**src/sv/mtw_pkg.sv**
```systemverilog
package mtw_pkg;

  localparam int ID_W    = 8;
  localparam int TIME_W  = 32;
  localparam int ELAPS_W = 16;

  localparam logic [1:0] ACT_REGISTER = 2'd0;
  localparam logic [1:0] ACT_CHECKIN  = 2'd1;
  localparam logic [1:0] ACT_SCAN     = 2'd2;
  localparam logic [1:0] ACT_NONE     = 2'd3;

  localparam logic [1:0] KIND_REGISTER = 2'd0;
  localparam logic [1:0] KIND_CHECKIN  = 2'd1;
  localparam logic [1:0] KIND_TIMEOUT  = 2'd2;
  localparam logic [1:0] KIND_DONE     = 2'd3;

  localparam logic [1:0] ST_OK   = 2'd0;
  localparam logic [1:0] ST_MISS = 2'd1;
  localparam logic [1:0] ST_FULL = 2'd2;

  localparam logic CFG_TIMEOUT    = 1'b0;
  localparam logic CFG_RESET_MODE = 1'b1;

  localparam logic [TIME_W-1:0] TIMEOUT_DEFAULT = 32'd1000;

  typedef struct packed {
    logic load;
    logic rd_issue;
    logic rd_inc;
    logic found;
    logic keep;
    logic report;
    logic clear;
    logic commit;
    logic done;
    logic answer;
  } mtw_cmd_t;

  typedef struct packed {
    logic [1:0] in_action;
    logic       more;
    logic       match;
    logic       expired;
    logic       reset_mode;
    logic       out_free;
  } mtw_sts_t;

endpackage

```
**src/sv/mtw_in_if.sv**
```systemverilog
interface mtw_in_if;
  logic                     valid;
  logic                     ready;
  logic [1:0]               action;
  logic [mtw_pkg::ID_W-1:0] task_id;
  logic [mtw_pkg::ELAPS_W-1:0] elapsed;

  modport source (output valid, output action, output task_id, output elapsed, input ready);
  modport sink   (input valid, input action, input task_id, input elapsed, output ready);
endinterface

```
**src/sv/mtw_out_if.sv**
```systemverilog
interface mtw_out_if;
  logic                     valid;
  logic                     ready;
  logic [1:0]               kind;
  logic [1:0]               status;
  logic [mtw_pkg::ID_W-1:0] task_id_res;
  logic                     system_reset;
  logic                     last;

  modport source (output valid, output kind, output status, output task_id_res,
                  output system_reset, output last, input ready);
  modport sink   (input valid, input kind, input status, input task_id_res,
                  input system_reset, input last, output ready);
endinterface

```
**src/sv/mtw_cfg_if.sv**
```systemverilog
interface mtw_cfg_if;
  logic                       valid;
  logic                       ready;
  logic                       index;
  logic [mtw_pkg::TIME_W-1:0] data;

  modport source (output valid, output index, output data, input ready);
  modport sink   (input valid, input index, input data, output ready);
endinterface

```
**src/sv/mtw_ctrl.sv**
```systemverilog
module mtw_ctrl (
  input  logic              clk,
  input  logic              rst_n,
  input  logic              in_valid,
  output logic              in_ready,
  input  mtw_pkg::mtw_sts_t sts,
  output mtw_pkg::mtw_cmd_t cmd
);

  localparam logic [2:0] S_IDLE   = 3'd0;
  localparam logic [2:0] S_LK_RD  = 3'd1;
  localparam logic [2:0] S_LK_CMP = 3'd2;
  localparam logic [2:0] S_ANSWER = 3'd3;
  localparam logic [2:0] S_SC_RD  = 3'd4;
  localparam logic [2:0] S_SC_CMP = 3'd5;
  localparam logic [2:0] S_DONE   = 3'd6;

  logic [2:0] state_r;
  logic [2:0] state_nxt;

  assign in_ready = (state_r == S_IDLE);

  always_comb begin
    state_nxt = state_r;
    cmd       = '0;
    case (state_r)
      S_IDLE: begin
        if (in_valid) begin
          cmd.load = 1'b1;
          case (sts.in_action)
            mtw_pkg::ACT_REGISTER: state_nxt = S_LK_RD;
            mtw_pkg::ACT_CHECKIN:  state_nxt = S_LK_RD;
            mtw_pkg::ACT_SCAN:     state_nxt = S_SC_RD;
            default:               state_nxt = S_IDLE;
          endcase
        end
      end
      S_LK_RD: begin
        if (sts.more) begin
          cmd.rd_issue = 1'b1;
          state_nxt    = S_LK_CMP;
        end else begin
          state_nxt = S_ANSWER;
        end
      end
      S_LK_CMP: begin
        if (sts.match) begin
          cmd.found = 1'b1;
          state_nxt = S_ANSWER;
        end else begin
          cmd.rd_inc = 1'b1;
          state_nxt  = S_LK_RD;
        end
      end
      S_ANSWER: begin
        if (sts.out_free) begin
          cmd.answer = 1'b1;
          state_nxt  = S_IDLE;
        end
      end
      S_SC_RD: begin
        if (sts.more) begin
          cmd.rd_issue = 1'b1;
          state_nxt    = S_SC_CMP;
        end else begin
          cmd.commit = 1'b1;
          state_nxt  = S_DONE;
        end
      end
      S_SC_CMP: begin
        if (sts.expired) begin
          if (sts.out_free) begin
            cmd.report = 1'b1;
            cmd.rd_inc = 1'b1;
            if (sts.reset_mode) begin
              cmd.clear = 1'b1;
              state_nxt = S_DONE;
            end else begin
              state_nxt = S_SC_RD;
            end
          end
        end else begin
          cmd.keep   = 1'b1;
          cmd.rd_inc = 1'b1;
          state_nxt  = S_SC_RD;
        end
      end
      S_DONE: begin
        if (sts.out_free) begin
          cmd.done  = 1'b1;
          state_nxt = S_IDLE;
        end
      end
      default: begin
        state_nxt = S_IDLE;
      end
    endcase
  end

  always_ff @(posedge clk) begin
    if (!rst_n) begin
      state_r <= S_IDLE;
    end else begin
      state_r <= state_nxt;
    end
  end

  a_emit_when_free: assert property (@(posedge clk) disable iff (!rst_n)
    (cmd.answer || cmd.report || cmd.done) |-> sts.out_free)
    else $error("Result issued while the output register is occupied.");

  a_single_emit: assert property (@(posedge clk) disable iff (!rst_n)
    $onehot0({cmd.answer, cmd.report, cmd.done}))
    else $error("More than one result issued in a cycle.");

  a_busy_after_load: assert property (@(posedge clk) disable iff (!rst_n)
    (cmd.load && sts.in_action != mtw_pkg::ACT_NONE) |=> !in_ready)
    else $error("Input accepted again before the transaction was answered.");

endmodule

```
**src/sv/mtw_dp.sv**
```systemverilog
module mtw_dp #(
  parameter int MAX_TASKS = 16
) (
  input  logic                          clk,
  input  logic                          rst_n,
  input  mtw_pkg::mtw_cmd_t             cmd,
  output mtw_pkg::mtw_sts_t             sts,
  input  logic [1:0]                    in_action,
  input  logic [mtw_pkg::ID_W-1:0]      in_task_id,
  input  logic [mtw_pkg::ELAPS_W-1:0]   in_elapsed,
  input  logic                          cfg_we,
  input  logic                          cfg_index,
  input  logic [mtw_pkg::TIME_W-1:0]    cfg_data,
  output logic                          out_valid,
  input  logic                          out_ready,
  output logic [1:0]                    out_kind,
  output logic [1:0]                    out_status,
  output logic [mtw_pkg::ID_W-1:0]      out_task_id_res,
  output logic                          out_system_reset,
  output logic                          out_last
);

  localparam int CW = $clog2(MAX_TASKS + 1);
  localparam int AW = (MAX_TASKS > 1) ? $clog2(MAX_TASKS) : 1;
  localparam int EW = mtw_pkg::ID_W + mtw_pkg::TIME_W;

  logic [EW-1:0] mem [MAX_TASKS];
  logic [EW-1:0] rdata_r;

  logic [mtw_pkg::TIME_W-1:0] time_r, time_nxt;
  logic [mtw_pkg::TIME_W-1:0] timeout_r;
  logic                       reset_mode_r;
  logic [CW-1:0]              count_r, count_nxt;
  logic [CW-1:0]              rd_r, rd_nxt;
  logic [CW-1:0]              wr_r, wr_nxt;
  logic                       found_r, found_nxt;
  logic [1:0]                 act_r;
  logic [mtw_pkg::ID_W-1:0]   id_r;
  logic                       out_valid_r, out_valid_nxt;

  logic [1:0]                 kind_r, status_r;
  logic [mtw_pkg::ID_W-1:0]   tid_r;
  logic                       sysrst_r, last_r;

  logic [mtw_pkg::ID_W-1:0]   rd_id;
  logic [mtw_pkg::TIME_W-1:0] rd_stamp;
  logic                       full;
  logic                       append;
  logic                       we;
  logic [AW-1:0]              wa;
  logic [EW-1:0]              wdata;
  logic                       emit;

  assign rd_id    = rdata_r[EW-1:mtw_pkg::TIME_W];
  assign rd_stamp = rdata_r[mtw_pkg::TIME_W-1:0];
  assign full     = (count_r == CW'(MAX_TASKS));
  assign append   = cmd.answer && (act_r == mtw_pkg::ACT_REGISTER) && !found_r && !full;
  assign emit     = cmd.answer || cmd.report || cmd.done;

  assign sts.in_action  = in_action;
  assign sts.more       = (rd_r < count_r);
  assign sts.match      = (rd_id == id_r);
  assign sts.expired    = ((time_r - rd_stamp) > timeout_r);
  assign sts.reset_mode = reset_mode_r;
  assign sts.out_free   = !out_valid_r || out_ready;

  always_comb begin
    we    = 1'b0;
    wa    = wr_r[AW-1:0];
    wdata = {id_r, time_r};
    if (cmd.keep) begin
      we    = 1'b1;
      wdata = rdata_r;
    end else if (append) begin
      we = 1'b1;
      wa = count_r[AW-1:0];
    end else if (cmd.answer && (act_r == mtw_pkg::ACT_CHECKIN) && found_r) begin
      we = 1'b1;
      wa = rd_r[AW-1:0];
    end
  end

  always_ff @(posedge clk) begin
    if (we) begin
      mem[wa] <= wdata;
    end
    if (cmd.rd_issue) begin
      rdata_r <= mem[rd_r[AW-1:0]];
    end
  end

  always_comb begin
    time_nxt      = time_r;
    rd_nxt        = rd_r;
    wr_nxt        = wr_r;
    found_nxt     = found_r;
    count_nxt     = count_r;
    out_valid_nxt = out_valid_r;
    if (cmd.load) begin
      time_nxt  = time_r + mtw_pkg::TIME_W'(in_elapsed);
      rd_nxt    = '0;
      wr_nxt    = '0;
      found_nxt = 1'b0;
    end
    if (cmd.rd_inc) begin
      rd_nxt = rd_r + CW'(1);
    end
    if (cmd.keep) begin
      wr_nxt = wr_r + CW'(1);
    end
    if (cmd.found) begin
      found_nxt = 1'b1;
    end
    if (cmd.clear) begin
      count_nxt = '0;
    end else if (cmd.commit) begin
      count_nxt = wr_r;
    end else if (append) begin
      count_nxt = count_r + CW'(1);
    end
    if (emit) begin
      out_valid_nxt = 1'b1;
    end else if (out_ready) begin
      out_valid_nxt = 1'b0;
    end
  end

  always_ff @(posedge clk) begin
    if (!rst_n) begin
      time_r       <= '0;
      timeout_r    <= mtw_pkg::TIMEOUT_DEFAULT;
      reset_mode_r <= 1'b0;
      count_r      <= '0;
      rd_r         <= '0;
      wr_r         <= '0;
      found_r      <= 1'b0;
      out_valid_r  <= 1'b0;
    end else begin
      time_r      <= time_nxt;
      count_r     <= count_nxt;
      rd_r        <= rd_nxt;
      wr_r        <= wr_nxt;
      found_r     <= found_nxt;
      out_valid_r <= out_valid_nxt;
      if (cfg_we) begin
        case (cfg_index)
          mtw_pkg::CFG_TIMEOUT:    timeout_r    <= cfg_data;
          mtw_pkg::CFG_RESET_MODE: reset_mode_r <= cfg_data[0];
          default: begin
          end
        endcase
      end
    end
  end

  always_ff @(posedge clk) begin
    if (cmd.load) begin
      act_r <= in_action;
      id_r  <= in_task_id;
    end
    if (cmd.answer) begin
      kind_r   <= (act_r == mtw_pkg::ACT_REGISTER) ? mtw_pkg::KIND_REGISTER
                                                   : mtw_pkg::KIND_CHECKIN;
      if (act_r == mtw_pkg::ACT_REGISTER) begin
        status_r <= found_r ? mtw_pkg::ST_MISS : (full ? mtw_pkg::ST_FULL : mtw_pkg::ST_OK);
      end else begin
        status_r <= found_r ? mtw_pkg::ST_OK : mtw_pkg::ST_MISS;
      end
      tid_r    <= id_r;
      sysrst_r <= 1'b0;
      last_r   <= 1'b1;
    end else if (cmd.report) begin
      kind_r   <= mtw_pkg::KIND_TIMEOUT;
      status_r <= mtw_pkg::ST_OK;
      tid_r    <= rd_id;
      sysrst_r <= reset_mode_r;
      last_r   <= 1'b0;
    end else if (cmd.done) begin
      kind_r   <= mtw_pkg::KIND_DONE;
      status_r <= mtw_pkg::ST_OK;
      tid_r    <= '0;
      sysrst_r <= 1'b0;
      last_r   <= 1'b1;
    end
  end

  assign out_valid        = out_valid_r;
  assign out_kind         = kind_r;
  assign out_status       = status_r;
  assign out_task_id_res  = tid_r;
  assign out_system_reset = sysrst_r;
  assign out_last         = last_r;

  a_count_bound: assert property (@(posedge clk) disable iff (!rst_n)
    count_r <= CW'(MAX_TASKS))
    else $error("Entry count exceeds the table depth.");

  a_wr_behind_rd: assert property (@(posedge clk) disable iff (!rst_n)
    wr_r <= rd_r)
    else $error("Compaction write pointer overtook the read pointer.");

  a_found_in_table: assert property (@(posedge clk) disable iff (!rst_n)
    found_r |-> (rd_r < count_r))
    else $error("Matched entry lies outside the occupied table.");

endmodule

```
**src/sv/multi_task_watchdog_core.sv**
```systemverilog
// Register and check-in transactions read then compare each table entry in turn and stop
// at a match; the answer is registered once the output register is free.
// A scan reads then compares each entry, reports and drops expired ones, and ends with a done result.
// Output stalls hold the walk; new input is accepted in the cycle after the last result.
// Table reads are registered, so each entry is read then compared; an unused action only adds time.
// Synchronous active-low reset clears time and count, sets timeout 1000 and reset mode off.
module multi_task_watchdog_core #(
  parameter int MAX_TASKS = 16
) (
  input logic        clk,
  input logic        rst_n,
  mtw_in_if.sink     in_chan,
  mtw_out_if.source  out_chan,
  mtw_cfg_if.sink    cfg_chan
);

  mtw_pkg::mtw_cmd_t cmd;
  mtw_pkg::mtw_sts_t sts;

  assign cfg_chan.ready = 1'b1;

  mtw_ctrl u_ctrl (
    .clk      (clk),
    .rst_n    (rst_n),
    .in_valid (in_chan.valid),
    .in_ready (in_chan.ready),
    .sts      (sts),
    .cmd      (cmd)
  );

  mtw_dp #(
    .MAX_TASKS (MAX_TASKS)
  ) u_dp (
    .clk              (clk),
    .rst_n            (rst_n),
    .cmd              (cmd),
    .sts              (sts),
    .in_action        (in_chan.action),
    .in_task_id       (in_chan.task_id),
    .in_elapsed       (in_chan.elapsed),
    .cfg_we           (cfg_chan.valid),
    .cfg_index        (cfg_chan.index),
    .cfg_data         (cfg_chan.data),
    .out_valid        (out_chan.valid),
    .out_ready        (out_chan.ready),
    .out_kind         (out_chan.kind),
    .out_status       (out_chan.status),
    .out_task_id_res  (out_chan.task_id_res),
    .out_system_reset (out_chan.system_reset),
    .out_last         (out_chan.last)
  );

endmodule

```
**src/flat_wrapper.sv**
```systemverilog
// flat-port wrapper written by rule: the top's interface ports become plain ports
module multi_task_watchdog_core_flat 
#(
  parameter int MAX_TASKS = 16
)
  (clk, rst_n, in_chan_valid, in_chan_action, in_chan_task_id, in_chan_elapsed, in_chan_ready, out_chan_valid, out_chan_kind, out_chan_status, out_chan_task_id_res, out_chan_system_reset, out_chan_last, out_chan_ready, cfg_chan_valid, cfg_chan_index, cfg_chan_data, cfg_chan_ready);
  mtw_in_if in_chan_i ();
  mtw_out_if out_chan_i ();
  mtw_cfg_if cfg_chan_i ();
  input logic clk;
  input logic rst_n;
  input wire logic [$bits(in_chan_i.valid)-1:0] in_chan_valid;
  input wire logic [$bits(in_chan_i.action)-1:0] in_chan_action;
  input wire logic [$bits(in_chan_i.task_id)-1:0] in_chan_task_id;
  input wire logic [$bits(in_chan_i.elapsed)-1:0] in_chan_elapsed;
  output wire logic [$bits(in_chan_i.ready)-1:0] in_chan_ready;
  output wire logic [$bits(out_chan_i.valid)-1:0] out_chan_valid;
  output wire logic [$bits(out_chan_i.kind)-1:0] out_chan_kind;
  output wire logic [$bits(out_chan_i.status)-1:0] out_chan_status;
  output wire logic [$bits(out_chan_i.task_id_res)-1:0] out_chan_task_id_res;
  output wire logic [$bits(out_chan_i.system_reset)-1:0] out_chan_system_reset;
  output wire logic [$bits(out_chan_i.last)-1:0] out_chan_last;
  input wire logic [$bits(out_chan_i.ready)-1:0] out_chan_ready;
  input wire logic [$bits(cfg_chan_i.valid)-1:0] cfg_chan_valid;
  input wire logic [$bits(cfg_chan_i.index)-1:0] cfg_chan_index;
  input wire logic [$bits(cfg_chan_i.data)-1:0] cfg_chan_data;
  output wire logic [$bits(cfg_chan_i.ready)-1:0] cfg_chan_ready;
  assign in_chan_i.valid = in_chan_valid;
  assign in_chan_i.action = in_chan_action;
  assign in_chan_i.task_id = in_chan_task_id;
  assign in_chan_i.elapsed = in_chan_elapsed;
  assign in_chan_ready = in_chan_i.ready;
  assign out_chan_valid = out_chan_i.valid;
  assign out_chan_kind = out_chan_i.kind;
  assign out_chan_status = out_chan_i.status;
  assign out_chan_task_id_res = out_chan_i.task_id_res;
  assign out_chan_system_reset = out_chan_i.system_reset;
  assign out_chan_last = out_chan_i.last;
  assign out_chan_i.ready = out_chan_ready;
  assign cfg_chan_i.valid = cfg_chan_valid;
  assign cfg_chan_i.index = cfg_chan_index;
  assign cfg_chan_i.data = cfg_chan_data;
  assign cfg_chan_ready = cfg_chan_i.ready;
  multi_task_watchdog_core #(.MAX_TASKS(MAX_TASKS)) u_core (.clk(clk), .rst_n(rst_n), .in_chan(in_chan_i), .out_chan(out_chan_i), .cfg_chan(cfg_chan_i));
endmodule
```
**config.mk**
```make
export PLATFORM = sky130hd
export DESIGN_NAME = multi_task_watchdog_core_flat
export DESIGN_NICKNAME = d
export VERILOG_FILES = /design/src/sv/mtw_pkg.sv /design/src/sv/mtw_in_if.sv /design/src/sv/mtw_out_if.sv /design/src/sv/mtw_cfg_if.sv /design/src/sv/mtw_ctrl.sv /design/src/sv/mtw_dp.sv /design/src/sv/multi_task_watchdog_core.sv /design/src/flat_wrapper.sv
export SDC_FILE = /design/constraint.sdc
export NUM_CORES = 1
export LEC_CHECK = 0
export BUFFER_PORTS_ARGS = -buffer_cell sky130_fd_sc_hd__clkbuf_2
export CORE_ASPECT_RATIO = 1.2
export CORE_UTILIZATION = 35
export DETAILED_ROUTE_END_ITERATION = 6
export HOLD_SLACK_MARGIN = 0.1
export PLACE_DENSITY = 0.6
export SLEW_MARGIN = 15
export SYNTH_ARGS = -nofsm -noshare
export SYNTH_HDL_FRONTEND = slang
export SYNTH_SLANG_ARGS = --single-unit
```
**constraint.sdc**
```tcl
create_clock -name clk -period 9.16 [get_ports clk]
set_input_delay 1.832 -clock clk [delete_from_list [all_inputs] [get_ports clk]]
set_output_delay 1.832 -clock clk [all_outputs]
set_load 0.005 [all_outputs]
```
==> results of run 1 <==
-- synth_stat cells (all sizes together) (12+ instances only) --
| cell type | n |
|---|---|
| edfxtp | 702 |
| o21ai | 45 |
| clkbuf | 52 |
| nand3 | 34 |
| dfxtp | 87 |
| and3 | 13 |
| a21oi | 94 |
| inv | 87 |
| xnor2 | 44 |
| mux2 | 40 |
| nor2b | 16 |
| xor2 | 21 |
| nand2b | 20 |
| ha | 87 |
| a21o | 29 |
| nor2 | 84 |
| buf | 31 |
| o211ai | 12 |
| nor3 | 18 |
| mux4 | 200 |
| nand2 | 137 |
-- state kept, by name, summed over array words and instances, names as in the netlist --
register and flops:
u_core.u_dp.mem 640, u_core.u_dp.rdata_r 40, u_core.u_dp.time_r 32, u_core.u_dp.timeout_r 32, u_core.u_dp.id_r 8, u_core.u_dp.out_task_id_res 8
u_core.u_dp.count_r 5, u_core.u_dp.rd_r 5, u_core.u_dp.wr_r 5, u_core.u_ctrl.state_r 3, u_core.u_dp.act_r 2, u_core.u_dp.out_kind 2
u_core.u_dp.out_status 2, u_core.u_dp.found_r 1, u_core.u_dp.out_last 1, u_core.u_dp.out_system_reset 1, u_core.u_dp.out_valid 1, u_core.u_dp.reset_mode_r 1
-- logic make-up (layout without fill, tap and decap cells) --
group           count (synthesis)  after routing
xor+xnor                       65             65
fa+ha+maj                      89             89
simple gates                  369            369
other cells                     1              1
mux                           246            246
compound gates                251            251
flops                         789            789
buf+inv                       170            345
-- power by group --
part	internal (mW)	leakage (nW)	switching [mW]	total [mW]
clock	1.92	1.30	1.37	3.29
combinational	0.409	3.97	0.631	1.04
sequential	4.06	6.68	0.0756	4.14
total	6.39	11.9	2.08	8.47
-- routing by layer --
| layer | part of all wire | vias up | track usage |
|---|---|---|---|
| met5 | 0 | - | 0 |
| met4 | 0.018 | 0 | 0.04545 |
| li1 | - | 8009 | - |
| met1 | 0.45 | 9518 | 0.2324 |
| met2 | 0.48 | 536 | 0.2686 |
| met3 | 0.056 | 79 | 0.02500 |
-- worst min-delay path: cells and delay by family, from the launching register on --
family | cells | cell delay [ps]
simple gates | 1 | 50
compound gates | 1 | 50
flops | 1 | 310
-- metrics by stage --
stage | cell area (um2) | total power, mW | worst slack (ps)
global route | 38250 | 8.777 | 1343
finish | 38250 | 8.468 | 1822
floorplan | 33630 | 4.906 | 2692
CTS | 38250 | 8.542 | 1797
detailed placement | 35600 | 5.253 | 1862
global placement | 35600 | 5.231 | 1976
-- worst max-delay path by stage --
stage | startpoint | to | slack, ps | depth (start not counted)
after floorplan | u_core.u_dp.rdata_r[1]$_DFFE_PP_ | u_core.u_dp.mem[10][0]$_DFFE_PP_ | 2690 | 21
after global placement | u_core.u_dp.rdata_r[1]$_DFFE_PP_ | u_core.u_dp.mem[0][7]$_DFFE_PP_ | 1980 | 22
after detailed placement | u_core.u_dp.rdata_r[1]$_DFFE_PP_ | u_core.u_dp.mem[0][4]$_DFFE_PP_ | 1860 | 22
after CTS | u_core.u_dp.rdata_r[1]$_DFFE_PP_ | u_core.u_dp.mem[0][5]$_DFFE_PP_ | 1800 | 22
after global routing | u_core.u_dp.rdata_r[1]$_DFFE_PP_ | u_core.u_dp.mem[9][12]$_DFFE_PP_ | 1340 | 21
final | u_core.u_dp.time_r[0]$_SDFFE_PN0P_ | u_core.u_dp.mem[9][5]$_DFFE_PP_ | 1820 | 23
-- layout by cell type (no fill, tap or decap), types with 14 or more instances in the layout --
| master | Yosys | final |
|---|---|---|
| nor3_1 | 17 | 17 |
| dfxtp_1 | 87 | 83 |
| mux4_2 | 200 | 200 |
| a21o_1 | 29 | 29 |
| inv_1 | 84 | 83 |
| nand2b_1 | 20 | 20 |
| xor2_1 | 21 | 21 |
| clkbuf_2 | 2 | 79 |
| buf_4 | 3 | 28 |
| clkinv_2 | 0 | 14 |
| edfxtp_1 | 702 | 702 |
| clkbuf_16 | 0 | 85 |
| mux2_2 | 40 | 40 |
| ha_1 | 87 | 87 |
| nor2b_1 | 16 | 15 |
| xnor2_1 | 44 | 44 |
| clkbuf_1 | 50 | 16 |
| nor2_4 | 0 | 17 |
| nand2_1 | 136 | 136 |
| a21oi_1 | 92 | 92 |
| o21ai_0 | 42 | 39 |
| clkinv_1 | 0 | 14 |
| nand3_1 | 34 | 34 |
| nor2_1 | 84 | 67 |
-- final cells by class --
type	instances	share of cell area
clock inverter	44	0.01001
timing repair buffer	107	0.01583
clock buffer	107	0.05934
inverter	87	0.008537
sequential	789	0.5970
tap	1260	0.04121
multi-input combinational	1021	0.2681
==> summary.md, run 1 <==
| Metric | Value |
|---|---|
| Max capacitance violation total | 0 |
| Element type at the critical path start | flop |
| Crit path time final | 7338 ps |
| Final wirelength | around 80 mm |
| Die Y-Extent | 341.6 um |
| Avg Vias per Cell | 5.312 |
| # placed instances | 3,264 |
| Class of the most critical setup path | flop to flop |
| Total DRC errors in the routed layout | 0 |
| Root Buffer | clkbuf_16 |
| CTS-repair resized insts | 0 |
| Simple-gate share of the synthesized area | 0.05246 |
| Remaining global-route overflow | 0 |
| Pin slew with the least headroom to its limit | about 1200 ps |
| Final Setup Violations | 0 |
| Area share of the largest cell type after synthesis | 0.6269 |
| Post-synthesis net count | between 2,000 and 2,500 |
| DRC marker count from the first detailed-route iteration | between 1,500 and 2,000 |
| Crit-path slowest cell | nor2_4 |
| Postcts setup bufs | 0 |
| Main area contributors after synthesis | edfxtp_1 63%, mux4_2 13%, dfxtp_1 5.2% |
| NumNets Final | 2,242 |
| Chip Width | approximately 280 um |
| Synthesized-area fraction occupied by ao, oa, aoi and oai cells | 0.04867 |
| Routed length per placed instance | between 20 and 25 um |
| Routed vias | between 15,000 and 20,000 |
| Status | finished, final reports clean |
| Fraction of the mapped netlist area in adder cells | 0.03356 |
| Clock skew after layout | 27.80 ps |
| Area occupied by multi-input gates | 10,260 um2 |
| Utilization after layout | 0.4015 |
| Kind of cell adding the most delay to the critical path | compound AO/OA/AOI/OAI gates |
| XOR/XNOR share of the synthesized area | 0.01693 |
| Launching point of the worst reg2reg path | u_core.u_dp.time_r[0]$_SDFFE_PN0P_ |
| Worst Hold Endpoint | u_core.u_dp.timeout_r[19]$_SDFFE_PN0P_ |
| Count of port buffers added during placement | 79 |
| Filler cell count | 8,591 |
| Starting density of the core | 0.3530 |
| Final worst path period share | 0.8011 |
| Antenna diodes | 0 |
| Worst hold margin | ~460 ps |
| Critical path cell sequence | inv_1 -> ha_1 -> inv_1 -> fa_1 -> a211oi_1 -> o21ai_0 -> a21oi_1 -> o211ai_1 -> a31oi_1 -> o21ai_0 -> a31oi_1 -> o21bai_1 -> xor2_1 -> ha_1 -> nand4_1 -> or2_2 -> nor3_1 -> nand2_1 -> mux2_2 -> a21oi_4 -> o21ai_0 -> nor2_4 -> buf_4 |
| Clock network latency to the later pin of the worst-skew pair | roughly 630 ps |
| RD Place Congestion | 0.8295 |
| Share of synthesized area occupied by flip-flops and latches | 0.6786 |
| Library cell occupying the most area in the post-synthesis netlist | edfxtp_1 |
| Element type at the critical path end | flop |
| Most common cell type on the critical path | o21ai_0 |
| Cell count after synthesis | 1,980 |
| Maximum buffer depth of the clock tree | 3 |
| Most common flop cell mapped by yosys | edfxtp_1 |
| Worst Reg-to-Reg Cells | 23 |
| Vias in the first global route | 18,825 |
| Worst slew margin relative to its limit | 0.1995 |
| Flop2flop setup slack | 1820 ps |
| Number of antenna violations at the first check in global routing | 3 |
| Final cell count without fillers | 3,415 |
| Clock tree sinks | 789 |
| Post-synth ARST share | 0 |
| Worst path max stage delay | between 800 and 900 ps |
| Die Area | 97,330 um2 |
| Total global-route track usage | 0.1657 |
| Post-synthesis area per instance | 16.98 um2 |
| CP arrival | 7630 ps |
| Flip-flop and latch area | approximately 23,000 um2 |
| Register bit total from synthesis | 789 |
| Required @ worst endpoint | 9450 ps |
| Setup TNS | 0 ps |
| Clock buffer count from CTS | 83 |
| Wire length of the first global-routing pass | about 120 mm |
| Number of unique standard cell types used by synthesis | 73 |
| Source of the worst hold timing path | u_core.u_dp.timeout_r[19]$_SDFFE_PN0P_ |
| Area growth from synthesis to layout | 13.75% |
| Static leakage | 11.95 nW |
| Maximum number of pins on one net before global-route repair | 76 |
| CTS clk-pin slew, worst paths | roughly 70 ps |
| Pins Over Slew Limit | 0 |
| Worst min-delay path class | flop to flop |
| Total of hold buffers inserted after clock tree synthesis | 0 |
| Post-synthesis instance area | 33,630 um2 |
| Count of standard-cell rows | around 120 |
| Hold Violations, Final | 0 |
| YS warnings | 0 |
| Max Fanout on Critical Path | 23 |
| TritonCTS clock tree | built |
| Share of synthesized area spent on multiplexers | 0.1491 |
| Unrepaired setup endpoints after global routing | no |
| Largest family of logic cells by synthesized area | multiplexers |
| Antenna violation net count after detailed routing | 0 |
| Top achievable clock speed | 136.3 MHz |
| Largest voltage drop on the vdd net | about 140 uV |
| Number of synthesized flops with an enable pin | roughly 700 |
| Number of cells on the worst hold path | 2 |
| Worst r2r dst | u_core.u_dp.mem[9][5]$_DFFE_PP_ |
| Placed wire-length estimate | ~52 mm |
| Power density over cell area | 221.4 nW/um2 |
| H-tree depth | 3 |
| Fraction of final layout cells sized beyond drive strength 1 | 0.2376 |
| Core area | 95,260 um2 |
| Number of buffer and inverter instances along the worst setup path | 3 |
| First-pass iteration count of the detailed router | 5 |
| Io pins | 81 |
(Power assumes the default switching activity.)
==> run 2: changes to the inputs <==
--- a/config.mk
+++ b/config.mk
@@ -5,6 +5,7 @@
 export SDC_FILE = /design/constraint.sdc
 export NUM_CORES = 1
 export LEC_CHECK = 0
+export ABC_AREA = 1
 export BUFFER_PORTS_ARGS = -buffer_cell sky130_fd_sc_hd__clkbuf_2
 export CORE_ASPECT_RATIO = 1.2
 export CORE_UTILIZATION = 35
==> constraint.sdc (replaced) <==
create_clock -name clk -period 7.1 [get_ports clk]
set_input_delay 1.42 -clock clk [delete_from_list [all_inputs] [get_ports clk]]
set_output_delay 1.42 -clock clk [all_outputs]
set_load 0.005 [all_outputs]
==> run 2 against run 1 <==
Against the previous run:
- area after synthesis is 3.1% higher
- critical path depth is 1 higher
- sequential share of layout area is 1.8 points lower
- first-iteration DRC count is 11% higher
- synthesized cell count is 47% higher
- combinational power grew to 2.6 times the previous value
- clock power is 26% higher
- die area is 3.1% higher
- highest routed layer is now met5
==> summary.md, run 2 <==
| Metric | Value |
|---|---|
| Status | finished, final reports clean (unchanged) |
| CTS clk-pin slew, worst paths | 60 ps (was 70 ps) |
| Post-synth ARST share | 0 (unchanged) |
| Kind of cell adding the most delay to the critical path | simple AND/OR/NAND/NOR gates (was compound AO/OA/AOI/OAI gates) |
| Final Setup Violations | 0 (unchanged) |
| Pin slew with the least headroom to its limit | 1041 ps (was 1188 ps) |
| Wire length of the first global-routing pass | 134.2 mm (was 121.5 mm) |
| CTS-repair resized insts | 0 (unchanged) |
| Number of antenna violations at the first check in global routing | 2 (was 3) |
| Class of the most critical setup path | flop to flop (unchanged) |
| Clock network latency to the later pin of the worst-skew pair | 640 ps (was 630 ps) |
| Post-synthesis instance area | 34,680 um2 (was 33,630 um2) |
| Count of port buffers added during placement | 79 (unchanged) |
| Count of standard-cell rows | 126 (was 124) |
| Die Y-Extent | 346.8 um (was 341.6 um) |
| Maximum buffer depth of the clock tree | 3 (unchanged) |
| Max Fanout on Critical Path | 23 (unchanged) |
| Antenna violation net count after detailed routing | 0 (unchanged) |
| Most frequent cells in the layout | 702 x edfxtp_1, 340 x nor2_1, 308 x nand2_1, 290 x o21ai_0, 195 x inv_1 (was 702 x edfxtp_1, 200 x mux4_2, 136 x nand2_1, 92 x a21oi_1, 87 x ha_1) |
| Minimum setup slack in the final design | 1516 ps (was 1822 ps) |
| Starting density of the core | 0.3531 (was 0.3530) |
| YS warnings | 0 (unchanged) |
| Register bit total from synthesis | 789 (unchanged) |
| Main area contributors after synthesis | edfxtp_1 61%, dfxtp_1 5.0%, o21ai_0 4.2% (was edfxtp_1 63%, mux4_2 13%, dfxtp_1 5.2%) |
| Max capacitance violation total | 0 (unchanged) |
| Chip Width | 289.3 um (was 285.0 um) |
| Biggest registers after layout | u_core.u_dp.mem (640), u_core.u_dp.rdata_r (40) (unchanged) |
| Worst min-delay path class | flop to flop (unchanged) |
| Area growth from synthesis to layout | 13.75% (about the same) |
| PnR Total Power | 12.33 mW (was 8.468 mW) |
| Cell with the most instances after synthesis | edfxtp_1 (unchanged) |
| Required @ worst endpoint | 7390 ps (was 9450 ps) |
| TritonCTS clock tree | built (unchanged) |
| Total DRC errors in the routed layout | 0 (unchanged) |
| Maximum number of pins on one net before global-route repair | 148 (was 76) |
| Routed vias | 22,900 (was 18,142) |
| Number of synthesized flops with an enable pin | 702 (unchanged) |
| Final wirelength | 88.94 mm (was 79.73 mm) |
| Worst path max stage delay | 620 ps (was 810 ps) |
| Die Area | 100,300 um2 (was 97,330 um2) |
| Worst slew margin relative to its limit | 0.2965 (was 0.1995) |
| Max reg flops | 640 (unchanged) |
| Clock buffer count from CTS | 77 (was 83) |
| Total global-route track usage | 0.1751 (was 0.1657) |
| Ranking of synthesized cells by instance count | 702 x edfxtp_1, 356 x nor2_1, 308 x nand2_1 (was 702 x edfxtp_1, 200 x mux4_2, 136 x nand2_1) |
| NumNets Final | 3,144 (was 2,242) |
| Library cell occupying the most area in the post-synthesis netlist | edfxtp_1 (unchanged) |
| Post-synthesis area per instance | 11.94 um2 (was 16.98 um2) |
| RD Place Congestion | 0.9125 (was 0.8295) |
| Largest voltage drop on the vdd net | 213.0 uV (was 137.0 uV) |
| Share of synthesized area occupied by flip-flops and latches | 0.6581 (was 0.6786) |
| Hold Violations, Final | 0 (unchanged) |
| Power density over cell area | 312.6 nW/um2 (was 221.4 nW/um2) |
| Clock tree sinks | 789 (unchanged) |
| Postcts setup bufs | 0 (unchanged) |
| First-pass iteration count of the detailed router | 7 (was 5) |
| Io pins | 81 (unchanged) |
| Pins Over Slew Limit | 0 (unchanged) |
| Number of buffer and inverter instances along the worst setup path | 2 (was 3) |
| Vias in the first global route | 22,170 (was 18,825) |
| Placed wire-length estimate | 54.10 mm (was 52.08 mm) |
| Routed length per placed instance | 20.52 um (was 23.35 um) |
| Avg Vias per Cell | 5.284 (was 5.312) |
| Cell count after synthesis | 2,904 (was 1,980) |
| Static leakage | 13.73 nW (was 11.95 nW) |
| Setup TNS | 0 ps (unchanged) |
| Critical path cell sequence | inv_1 -> ha_1 -> a21oi_1 -> nand2_1 -> a21boi_0 -> o21ai_1 -> a21oi_1 -> o21bai_1 -> nand2_1 -> nand2_1 -> nand2_1 -> nand2_1 -> ha_1 -> nand2_1 -> nor2_1 -> nand4_1 -> and2b_1 -> nand4_1 -> nand2_1 -> nand2_2 -> nand3_1 -> nand3_1 -> nor2_4 -> buf_4 (was inv_1 -> ha_1 -> inv_1 -> fa_1 -> a211oi_1 -> o21ai_0 -> a21oi_1 -> o211ai_1 -> a31oi_1 -> o21ai_0 -> a31oi_1 -> o21bai_1 -> xor2_1 -> ha_1 -> nand4_1 -> or2_2 -> nor3_1 -> nand2_1 -> mux2_2 -> a21oi_4 -> o21ai_0 -> nor2_4 -> buf_4) |
| Post-synthesis net count | 3,057 (was 2,133) |
| Most common cell type on the critical path | nand2_1 (was o21ai_0) |
| Flop2flop setup slack | 1520 ps (was 1820 ps) |
| Top achievable clock speed | 179.1 MHz (was 136.3 MHz) |
| Number of unique standard cell types used by synthesis | 51 (was 73) |
| CP arrival | 5870 ps (was 7630 ps) |
| Final worst path period share | 0.7864 (was 0.8011) |
| Unrepaired setup endpoints after global routing | no (unchanged) |
| Crit path time final | 5584 ps (was 7338 ps) |
| DRC marker count from the first detailed-route iteration | 1,820 (was 1,645) |
| H-tree depth | 3 (unchanged) |
| Most common flop cell mapped by yosys | edfxtp_1 (unchanged) |
| Element type at the critical path start | flop (unchanged) |
| Top register by number of flip-flops | u_core.u_dp.mem (unchanged) |
| Area share of the largest cell type after synthesis | 0.6079 (was 0.6269) |
| Total of hold buffers inserted after clock tree synthesis | 0 (unchanged) |
| Core area | 98,220 um2 (was 95,260 um2) |
| Fraction of final layout cells sized beyond drive strength 1 | 0.1048 (was 0.2376) |
| Root Buffer | clkbuf_16 (unchanged) |
| Element type at the critical path end | flop (unchanged) |
| Worst slack, placed | 1526 ps (was 1862 ps) |
| Remaining global-route overflow | 0 (unchanged) |
| Most frequent standard cell in the layout excluding fill and tap cells | edfxtp_1 (unchanged) |
| Clock skew after layout | 32.09 ps (was 27.80 ps) |
| Crit-path slowest cell | nor2_4 (unchanged) |
## run 2: layout make-up
type | instances | area (um2)
tap | 1280 | 1602
clock buffer | 97 | 2086
antenna | 1 | 2.502
clock inverter | 44 | 450.4
sequential | 789 | 22830
inverter | 200 | 755.7
timing repair buffer | 157 | 1094
multi-input combinational | 1766 | 10620
fill | 9183 | 58770
## run 2: cells by family after synthesis
| kind of cell | share of synthesized area |
|---|---|
| AND/OR/NAND/NOR | 0.09861 |
| other | 0.0001081 |
| AO/OA/AOI/OAI | 0.1213 |
| flip-flops | 0.6581 |
| XOR/XNOR | 0.01389 |
| buffers and inverters | 0.03933 |
| adder cells (fa/ha/maj) | 0.03254 |
| multiplexers | 0.03608 |
## run 2: report_power, final
group,total (mW),switching [mW],internal [mW]
Combinational,2.67,1.81,0.854
Clock,4.13,1.77,2.36
Sequential,5.54,0.120,5.42
## run 2: metal layers
| metal | global-route usage | up-vias | wire length [um] |
|---|---|---|---|
| li1 | - | 10823 | - |
| met1 | 0.2354 | 11342 | 39160 |
| met2 | 0.2951 | 615 | 43530 |
| met3 | 0.02385 | 118 | 4579 |
| met4 | 0.04522 | 2 | 1656 |
| met5 | 0 | - | 13 |
## run 2: worst register-to-register path: cells and delay by family (launching register included)
kind                       cells  cell delay, ps
AOI/OAI and AO/OA              5            1230
adders and majority gates      2             630
buffers and inverters          2             500
DFF                            1             320
and+or+nand+nor               15            2550
## run 2: path summary, 6_finish.rpt
check                                                              end  depth (start not counted)                              startpoint
worst max register to register        u_core.u_dp.mem[7][17]$_DFFE_PP_                         24        u_core.u_dp.rdata_r[2]$_DFFE_PP_
worst max-delay path                  u_core.u_dp.mem[7][17]$_DFFE_PP_                         24        u_core.u_dp.rdata_r[2]$_DFFE_PP_
worst min-delay path            u_core.u_dp.timeout_r[12]$_SDFFE_PN0P_                          2  u_core.u_dp.timeout_r[12]$_SDFFE_PN0P_
worst min register to register  u_core.u_dp.timeout_r[12]$_SDFFE_PN0P_                          2  u_core.u_dp.timeout_r[12]$_SDFFE_PN0P_
## run 2: stage by stage
stage | hold slack [ps] | std cells | utilization | area (um2)
2_1_floorplan | 435.3 | 2904 | - | 34680
3_3_place_gp | 449.0 | 4192 | 0.3758 | 36910
3_5_place_dp | 458.0 | 4192 | 0.3758 | 36910
4_1_cts | 466.5 | 4333 | 0.4016 | 39450
5_1_grt | 491.9 | 4333 | 0.4016 | 39450
6_report | 464.5 | 4334 | 0.4016 | 39450
==> run 3: changes to the inputs <==
==> constraint.sdc (replaced) <==
create_clock -name clk -period 5.33 [get_ports clk]
set_input_delay 1.066 -clock clk [delete_from_list [all_inputs] [get_ports clk]]
set_output_delay 1.066 -clock clk [all_outputs]
set_load 0.005 [all_outputs]
==> run 3 against run 2 <==
Against the previous run:
- routed wire length increased by 4.0%
- maximum frequency grew 10%
- worst setup slack worse by 1200 ps
- first-iteration DRC count rose by 20%
- critical path type unchanged
- largest cell class unchanged
==> summary.md, run 3 (same netlist as run 2, synthesis figures left out) <==
| Metric | Value |
|---|---|
| Status | finished, final reports clean (unchanged) |
| Io pins | 81 (unchanged) |
| Die Area | 100,300 um2 (unchanged) |
| Clock skew after layout | 36.63 ps (was 32.09 ps) |
| Static leakage | 13.87 nW (was 13.73 nW) |
| Max capacitance violation total | 0 (unchanged) |
| Total global-route track usage | 0.1821 (was 0.1751) |
| RD Place Congestion | 0.8736 (was 0.9125) |
| Antenna violation net count after detailed routing | 0 (unchanged) |
| DRC marker count from the first detailed-route iteration | 2,185 (was 1,820) |
| Routed vias | 23,230 (was 22,900) |
| Fraction of final layout cells sized beyond drive strength 1 | 0.1093 (was 0.1048) |
| Top register by number of flip-flops | u_core.u_dp.mem (unchanged) |
| CTS clk-pin slew, worst paths | 60 ps (about the same) |
| Total DRC errors in the routed layout | 0 (unchanged) |
| Biggest registers after layout | u_core.u_dp.mem (640), u_core.u_dp.rdata_r (40) (unchanged) |
| CP arrival | 5520 ps (was 5870 ps) |
| Hold Violations, Final | 0 (unchanged) |
| Element type at the critical path start | flop (unchanged) |
| Core area | 98,220 um2 (unchanged) |
| Pins Over Slew Limit | 0 (unchanged) |
| PnR Total Power | 16.35 mW (was 12.33 mW) |
| Root Buffer | clkbuf_16 (unchanged) |
| Number of antenna violations at the first check in global routing | 0 (was 2) |
| Most frequent standard cell in the layout excluding fill and tap cells | edfxtp_1 (unchanged) |
| Clock tree sinks | 789 (unchanged) |
| Required @ worst endpoint | 5780 ps (was 7390 ps) |
| Postcts setup bufs | 0 (unchanged) |
| Worst min-delay path class | flop to flop (unchanged) |
| Largest voltage drop on the vdd net | 283.6 uV (was 213.0 uV) |
| Clock buffer count from CTS | 80 (was 77) |
| Final wirelength | 92.54 mm (was 88.94 mm) |
| Routed length per placed instance | 21.20 um (was 20.52 um) |
| Final worst path period share | 0.9497 (was 0.7864) |
| Clock network latency to the later pin of the worst-skew pair | 650 ps (was 640 ps) |
| Post-Place Cell Area | 37,280 um2 (was 36,910 um2) |
| Final cell count without fillers | 4,364 (was 4,334) |
| Die Y-Extent | 346.8 um (unchanged) |
| Crit path time final | 5062 ps (was 5584 ps) |
| # placed instances | 4,217 (was 4,192) |
| Count of standard-cell rows | 126 (unchanged) |
| Wire length of the first global-routing pass | 137.8 mm (was 134.2 mm) |
| Count of port buffers added during placement | 79 (unchanged) |
| Worst slew margin relative to its limit | 0.2564 (was 0.2965) |
| Class of the most critical setup path | flop to flop (unchanged) |
| Starting density of the core | 0.3531 (unchanged) |
| Post-route cell area | 39,800 um2 (was 39,450 um2) |
| Maximum number of pins on one net before global-route repair | 182 (was 148) |
| NumNets Final | 3,172 (was 3,144) |
| Placed wire-length estimate | 54.88 mm (was 54.10 mm) |
| Max Fanout on Critical Path | 78 (was 23) |
| First-pass iteration count of the detailed router | 5 (was 7) |
| Max reg flops | 640 (unchanged) |
| Remaining global-route overflow | 0 (unchanged) |
| Vias in the first global route | 22,587 (was 22,170) |
| Avg Vias per Cell | 5.323 (was 5.284) |
| Chip Width | 289.3 um (unchanged) |
| Maximum buffer depth of the clock tree | 3 (unchanged) |
| Power density over cell area | 410.9 nW/um2 (was 312.6 nW/um2) |
| Most frequent cells in the layout | 702 x edfxtp_1, 340 x nor2_1, 308 x nand2_1, 290 x o21ai_0, 195 x inv_1 (unchanged) |
| Top achievable clock speed | 197.6 MHz (was 179.1 MHz) |
| Pin slew with the least headroom to its limit | 1115 ps (was 1041 ps) |
| Final Setup Violations | 0 (unchanged) |
| H-tree depth | 3 (unchanged) |
| TritonCTS clock tree | built (unchanged) |
| Area growth from synthesis to layout | 14.78% (was 13.75%) |
| Element type at the critical path end | flop (unchanged) |
-- run 3: changes by cell type in the layout (fill, tap and decap cells not counted), moves of 2 or more --
cell       previous run  this run
buf_12                9        24
buf_4                69        78
bufinv_16             7         3
clkbuf_1             15        26
clkinv_1             11        15
clkinv_16             0         2
clkinv_2             14         6
clkinv_4              6         2
inv_6                 2         4
nand3_1              88        85
nand3_2               1         4
-- run 3: repair_timing --
action                     4_1_cts  5_1_grt
gates resized for setup          0        4
hold buffers                     0        0
setup endpoints to repair        0      291
-- run 3: worst max-delay path: stages (launching register included) --
cell and delay [ps]:
edfxtp_1 320, inv_1 50, ha_1 340, a21oi_1 180, nand2_1 120, a21boi_0 320, o21ai_1 230, a21oi_1 360
o21ai_0 210, xor2_1 190, ha_1 320, nand2_1 70, nor3_1 260, and2b_1 180, nand4_1 160, nand2_1 160
nand2_2 100, buf_12 260, o21ai_0 630, buf_4 330
-- run 3: path summary, 6_finish.rpt --
kind | cells past startpoint | to | slack (ps) | from
hold reg to reg | 2 | u_core.u_dp.timeout_r[16]$_SDFFE_PN0P_ | 460 | u_core.u_dp.timeout_r[16]$_SDFFE_PN0P_
setup reg to reg | 19 | u_core.u_dp.mem[14][4]$_DFFE_PP_ | 270 | u_core.u_dp.rdata_r[2]$_DFFE_PP_
setup / recovery | 19 | u_core.u_dp.mem[14][4]$_DFFE_PP_ | 270 | u_core.u_dp.rdata_r[2]$_DFFE_PP_
hold / removal | 2 | u_core.u_dp.timeout_r[16]$_SDFFE_PN0P_ | 460 | u_core.u_dp.timeout_r[16]$_SDFFE_PN0P_
-- run 3: routing by layer --
| metal | global-route usage | share of wire | vias up |
|---|---|---|---|
| met4 | 0.05961 | 0.026 | 0 |
| met5 | 0 | 0 | - |
| met2 | 0.3087 | 0.49 | 676 |
| met1 | 0.2373 | 0.43 | 11506 |
| met3 | 0.02641 | 0.051 | 154 |
| li1 | - | - | 10894 |
-- run 3: where the power goes --
part | total (mW) | leakage [nW] | switching [mW] | internal (mW)
Combinational | 3.54 | 5.44 | 2.37 | 1.17
Clock | 5.40 | 1.20 | 2.40 | 3.00
Sequential | 7.41 | 7.23 | 0.196 | 7.21
Total | 16.4 | 13.9 | 4.97 | 11.4
-- run 3: layout make-up --
cell class	instances	area (um2)
clock buffer	108	2138
multi-input combinational	1766	10640
antenna	2	5.005
inverter	200	755.7
tap	1280	1602
timing repair buffer	182	1473
clock inverter	37	356.6
fill	9181	58410
sequential	789	22830
-- run 3: per-stage QoR --
step	util	TNS (ps)	hold slack (ps)	worst slack [ps]
floorplan	-	-423.2	435.3	-2.645
global placement	0.3796	0	449.8	191.5
detailed placement	0.3796	0	453.3	188.5
CTS	0.4050	0	460.8	147.7
global route	0.4052	-3.204	475.4	-0.8660
finish	0.4053	0	458.8	268.3
